`src/sv/bsr_pkg.sv`:
```
package bsr_pkg;

  // Fixed-point format and round count
  localparam int FRAC_BITS  = 16;
  localparam int ITERATIONS = 34;

  // Port widths
  localparam int VALUE_W = 32;
  localparam int ROOT_W  = 24;

  // Internal widths: a non-negative value fits in VALUE_W-1 bits, and so do both bounds
  localparam int BOUND_W = VALUE_W - 1;
  localparam int PROD_W  = 2 * BOUND_W;
  localparam int TGT_W   = BOUND_W + FRAC_BITS;
  localparam int CNT_W   = $clog2(ITERATIONS + 1);

  typedef enum logic [1:0] {
    ST_IDLE,
    ST_MULT,
    ST_CMP,
    ST_DONE
  } bsr_state_t;

  // Controller to datapath commands
  typedef struct packed {
    logic load;
    logic mult;
    logic update;
  } bsr_cmd_t;

  // Datapath to controller status
  typedef struct packed {
    logic neg;
  } bsr_status_t;

endpackage

```
`src/sv/bsr_datapath.sv`:
```
module bsr_datapath
  import bsr_pkg::*;
(
  input  logic                      clk,
  input  bsr_cmd_t                  cmd,
  input  logic signed [VALUE_W-1:0] in_value,
  output bsr_status_t               status,
  output logic        [ROOT_W-1:0]  root,
  output logic                      negative_error
);

  localparam logic [BOUND_W-1:0] ONE = BOUND_W'(1) << FRAC_BITS;

  logic [BOUND_W-1:0] lo_r, hi_r, mid_r;
  logic [TGT_W-1:0]   target_r;
  logic [PROD_W-1:0]  prod_r;
  logic               neg_r;

  logic [BOUND_W-1:0] v;
  logic [BOUND_W:0]   sum;
  logic [BOUND_W-1:0] mid;

  assign v   = in_value[BOUND_W-1:0];
  assign sum = {1'b0, lo_r} + {1'b0, hi_r};
  assign mid = sum[BOUND_W:1];

  // Bound, midpoint and square registers
  always_ff @(posedge clk) begin
    if (cmd.load) begin
      neg_r    <= in_value[VALUE_W-1];
      target_r <= {v, {FRAC_BITS{1'b0}}};
      if (v < ONE) begin
        lo_r <= v;
        hi_r <= ONE;
      end else begin
        lo_r <= ONE;
        hi_r <= v;
      end
    end
    if (cmd.mult) begin
      mid_r  <= mid;
      prod_r <= {{BOUND_W{1'b0}}, mid} * {{BOUND_W{1'b0}}, mid};
    end
    if (cmd.update) begin
      if (prod_r > PROD_W'(target_r)) begin
        hi_r <= mid_r;
      end else begin
        lo_r <= mid_r;
      end
    end
  end

  assign status.neg     = neg_r;
  assign root           = neg_r ? '0 : mid[ROOT_W-1:0];
  assign negative_error = neg_r;

endmodule

```
`src/sv/bsr_ctrl.sv`:
```
module bsr_ctrl
  import bsr_pkg::*;
(
  input  logic        clk,
  input  logic        rst_n,
  input  logic        start,
  input  bsr_status_t status,
  output bsr_cmd_t    cmd,
  output logic        busy,
  output logic        out_valid
);

  bsr_state_t       state_r, state_nxt;
  logic [CNT_W-1:0] cnt_r, cnt_nxt;

  // State and round counter registers
  always_ff @(posedge clk) begin
    if (!rst_n) begin
      state_r <= ST_IDLE;
      cnt_r   <= '0;
    end else begin
      state_r <= state_nxt;
      cnt_r   <= cnt_nxt;
    end
  end

  // Next state and commands
  always_comb begin
    state_nxt  = state_r;
    cnt_nxt    = cnt_r;
    cmd        = '0;
    busy       = 1'b1;
    out_valid  = 1'b0;
    unique case (state_r)
      ST_IDLE: begin
        busy = 1'b0;
        if (start) begin
          cmd.load  = 1'b1;
          cnt_nxt   = '0;
          state_nxt = ST_MULT;
        end
      end
      ST_MULT: begin
        // negative operand skips the search
        if (status.neg) begin
          state_nxt = ST_DONE;
        end else begin
          cmd.mult  = 1'b1;
          state_nxt = ST_CMP;
        end
      end
      ST_CMP: begin
        cmd.update = 1'b1;
        cnt_nxt    = cnt_r + CNT_W'(1);
        if (cnt_r == CNT_W'(ITERATIONS - 1)) begin
          state_nxt = ST_DONE;
        end else begin
          state_nxt = ST_MULT;
        end
      end
      ST_DONE: begin
        out_valid = 1'b1;
        state_nxt = ST_IDLE;
      end
      default: begin
        state_nxt = ST_IDLE;
      end
    endcase
  end

endmodule

```
`src/sv/bisection_square_root_core.sv`:
```
// Square root by bisection, signed Q16.16 in, unsigned Q8.16 out.
// Runs ITERATIONS bisection rounds (34); each round is a squaring step (ST_MULT) followed by a
// compare/update step (ST_CMP), and the result strobes from ST_DONE. A new operand is taken
// only after that strobe, once back in idle; busy is high from the transfer until idle.
// A negative operand skips the search: ST_MULT goes straight to ST_DONE, which strobes the result.
// Synchronous active-low reset returns the controller to idle; the receiver cannot stall.
module bisection_square_root_core
  import bsr_pkg::*;
(
  input  logic                      clk,
  input  logic                      rst_n,
  input  logic                      start,
  output logic                      busy,
  input  logic signed [VALUE_W-1:0] in_value,
  output logic                      out_valid,
  output logic        [ROOT_W-1:0]  out_root,
  output logic                      out_negative_error
);

  bsr_cmd_t    cmd;
  bsr_status_t status;

  // Sequencer
  bsr_ctrl u_ctrl (
    .clk       (clk),
    .rst_n     (rst_n),
    .start     (start),
    .status    (status),
    .cmd       (cmd),
    .busy      (busy),
    .out_valid (out_valid)
  );

  // Bounds, squaring and compare
  bsr_datapath u_datapath (
    .clk            (clk),
    .cmd            (cmd),
    .in_value       (in_value),
    .status         (status),
    .root           (out_root),
    .negative_error (out_negative_error)
  );

endmodule
```
`config.mk`:
```
export PLATFORM = sky130hd
export DESIGN_NAME = bisection_square_root_core
export DESIGN_NICKNAME = d
export VERILOG_FILES = /design/src/sv/bsr_pkg.sv /design/src/sv/bsr_datapath.sv /design/src/sv/bsr_ctrl.sv /design/src/sv/bisection_square_root_core.sv
export SDC_FILE = /design/constraint.sdc
export NUM_CORES = 2
export LEC_CHECK = 0
export BUFFER_PORTS_ARGS = -buffer_cell sky130_fd_sc_hd__buf_2
export CAP_MARGIN = 20
export CORE_MARGIN = 1.5
export CORE_UTILIZATION = 50
export CTS_CLUSTER_DIAMETER = 120
export DETAILED_ROUTE_END_ITERATION = 12
export PLACE_DENSITY = 0.74
export SLEW_MARGIN = 5
export SYNTH_ARGS = -nofsm -noshare
export SYNTH_HDL_FRONTEND = slang
export SYNTH_SLANG_ARGS = --single-unit
export TNS_END_PERCENT = 10
```
`constraint.sdc`:
```
create_clock -name clk -period 10.98 [get_ports clk]
set_input_delay 0 -clock clk [delete_from_list [all_inputs] [get_ports clk]]
set_output_delay 0 -clock clk [all_outputs]
set_load 0.05 [all_outputs]
```
==> impl_results.md <==
- Die Span X: 271.7 µm
- Wire per inst: 21.47 µm
- FF-to-FF path depth: 36
- DRT iter0 DRCs: 2359
- Largest area contributor in the netlist: fa_1
- Drc violations: 0
- Commonest non-fill, non-tap cells in the layout: inv_1 (982), fa_1 (749), nand2_1 (388)
- WP depth: 36
- Clock skew: 16.09 ps
- Num CTS Buffers: 17
- Core area: 71490 µm²
- Period utilization: 96.64%
- Slew @ Worst Pin: 1094 ps
- Critical path fanouts, max: 14
- Synth Flop Type: edfxtp_1
- Std cell rows: 98
- Vias in the first global route: 28.29k
- Hold Fails Final Rpt: 0
- RSZ-0062 raised after global routing: true
- # Max-Cap Violations: 0
- Port Buffers: 61
- DIE HEIGHT: 271.7 µm
- Detailed placement HPWL: 82820 µm
- Antenna violations before repair: 2
- DR vias: 26.60k
- Post-layout net count: 4971
- First-pass GRT wire length: 160800 µm
- Top-area cell type share of the netlist area: 41.53%
- Setup CP Type: reg -> reg
- CTS clk-pin slew, worst paths: 80 ps
- Synth-to-Final Area Change: 7.936%
- Top post-synthesis cells by area: fa_1 (42%), ha_1 (11%), inv_1 (10%), edfxtp_1 (10%), nand2_1 (4.0%)
- Netlist cell types: 80
- Synth Instances: 3786
- Post-route ant nets: 0
- Status: finished, final reports clean
- Synthesis warning total: 0
- Mapped Avg Cell Area: 9.537 µm²
- Worst hold slack: 255.2 ps
- Final min period: 10610 ps
- Initial core utilization: 50.51%
- Crit path capture: u_datapath.prod_r[46]$_DFFE_PP_
- Register area share after synthesis: 14.11%
- R2r setup slk: 370 ps
- Flops & latches, synth: 193
- Pins Over Slew Limit: 0
- Post-Route WL: 103600 µm
- Reg2reg end: u_datapath.prod_r[46]$_DFFE_PP_
- Reg2reg start: u_datapath.hi_r[8]$_DFF_P_
- Clk Latency, worst-skew pair: 460 ps
- Ys async rst share: 0%
- Critical Path RT: 11230 ps
- Number of H-tree levels: 4
- Slew headroom: 26.89%
- Number of flops mapped to enable cells by yosys: 123
- CP max-delay cell: or4b_1
- HP Class: in -> reg
- Grt ovf: 0
- TritonCTS Sinks: 193
- Syn nets: 4894
- Commonest non-fill, non-tap cell in the layout: inv_1
- Final Wtd Congestion: 0.9664
- Die area: 73830 µm²
- Post-layout util: 54.52%
- Buf/Inv on CP: 8
- Type of destination of the critical path: flop
- Vias per cell: 5.510
- Clk Tree Root Cell: clkbuf_16
- Delay-heaviest family, CP: adder cells
- Pin count of the biggest net entering global routing: 66
- IO Count: 62
- Top cell by count, worst path: fa_1
- Startpoint types: flop
- Max Buffers Root-to-Sink: 2
- Fmax: 0.09424 GHz
- Drt first pass iters: 6
- CTS tree: yes
- Tot GR Track Use: 28.87%
- Final Setup Violations: 0
- Synthesized cell area: 36110 µm²
- Crit-path max cell delay: 580 ps
- Critical Path Source: u_datapath.hi_r[8]$_DFF_P_
- Crit path DAT: 10860 ps
- Share of cells above drive strength 1: 7.121%
==> worst min-delay path by stage <==
stage                  from                             endpoint  slack [ps]  depth (start not counted)
2_1_floorplan  in_value[31]  u_datapath.negative_error$_DFFE_PP_         100                          0
3_3_place_gp   in_value[31]  u_datapath.negative_error$_DFFE_PP_         180                          1
3_5_place_dp   in_value[31]  u_datapath.negative_error$_DFFE_PP_         180                          1
4_1_cts        in_value[31]  u_datapath.negative_error$_DFFE_PP_         240                          2
5_1_grt        in_value[31]  u_datapath.negative_error$_DFFE_PP_         260                          2
6_report       in_value[31]  u_datapath.negative_error$_DFFE_PP_         260                          2
==> per-stage QoR <==
step	cells	setup WS (ps)	setup TNS, ps	instance area, µm²
2_1_floorplan	3786	1438	0	36110
3_3_place_gp	4757	509.5	0	37950
3_5_place_dp	4757	242.5	0	37950
4_1_cts	4822	178.4	0	38900
5_1_grt	4826	-147.6	-449.8	38970
6_report	4827	369.3	0	38970
==> routing by layer <==
metal | vias to the layer above | routed length (µm) | track usage, %
li1 | 11640 | - | -
met4 | 4 | 4924 | 11.80
met3 | 271 | 9663 | 5.033
met1 | 13440 | 39550 | 37.47
met2 | 1250 | 49450 | 47.98
met5 | - | 28 | 0
==> cell type report <==
class | count | area (µm²)
inverters | 997 | 3755
clock buffers | 19 | 454.2
repair buffers | 187 | 1375
well taps | 950 | 1189
diodes | 1 | 2.502
multi-input cells | 2467 | 26940
fillers | 6169 | 32510
clock inverters | 13 | 165.2
flip-flops and latches | 193 | 5095
==> synth_stat cells, types with 5 or more instances <==
library cell,number
o21a_1,13
a31oi_1,15
clkbuf_1,103
edfxtp_1,123
fa_1,749
nor2b_1,12
a21oi_1,97
clkinv_1,5
nand2_1,389
inv_2,5
dfxtp_1,70
ha_1,324
and3_1,8
buf_2,16
a221oi_1,5
xnor2_1,66
o31ai_1,6
nand4_1,25
a21o_1,73
nor4_1,11
a21boi_0,7
inv_1,985
mux2i_1,43
buf_1,6
nand3_1,26
and2_1,12
o21bai_1,16
o211ai_1,6
nor3_1,16
o21ai_0,80
a211oi_1,14
xor2_1,30
nor2_1,311
nand2b_1,8
mux2_2,34
==> registers in the layout, indices dropped and copies added (netlist names) <==
signal	cells
u_datapath.prod_r	61
u_datapath.hi_r	31
u_datapath.lo_r	31
u_datapath.target_r	31
u_datapath.mid_r	30
u_ctrl.cnt_r	6
u_ctrl.state_r	2
u_datapath.negative_error	1
==> logic make-up (layout without fill, tap and decap cells) <==
kind of cell	count (synthesis)	count (layout)	synth area share, %
fa+ha+maj	1073	1073	52.76
buf+inv	1126	1216	11.83
flops	193	193	14.11
xor+xnor	100	100	2.540
mux	77	77	2.252
simple gates	843	843	9.717
other cells	0	1	0
compound gates	374	374	6.796
==> timing repair <==
item / 4_1_cts / 5_1_grt
setup endpoints to repair: 0 / 10
hold buffers: 33 / 0
gates resized for setup: 0 / 7
endpoints found under the hold margin: 65 / 0
buffers inserted: 0 / 4
Power is left out: the tool's default activity adds up to more than one toggle a clock period on the data nets, which glitch-free logic cannot reach.
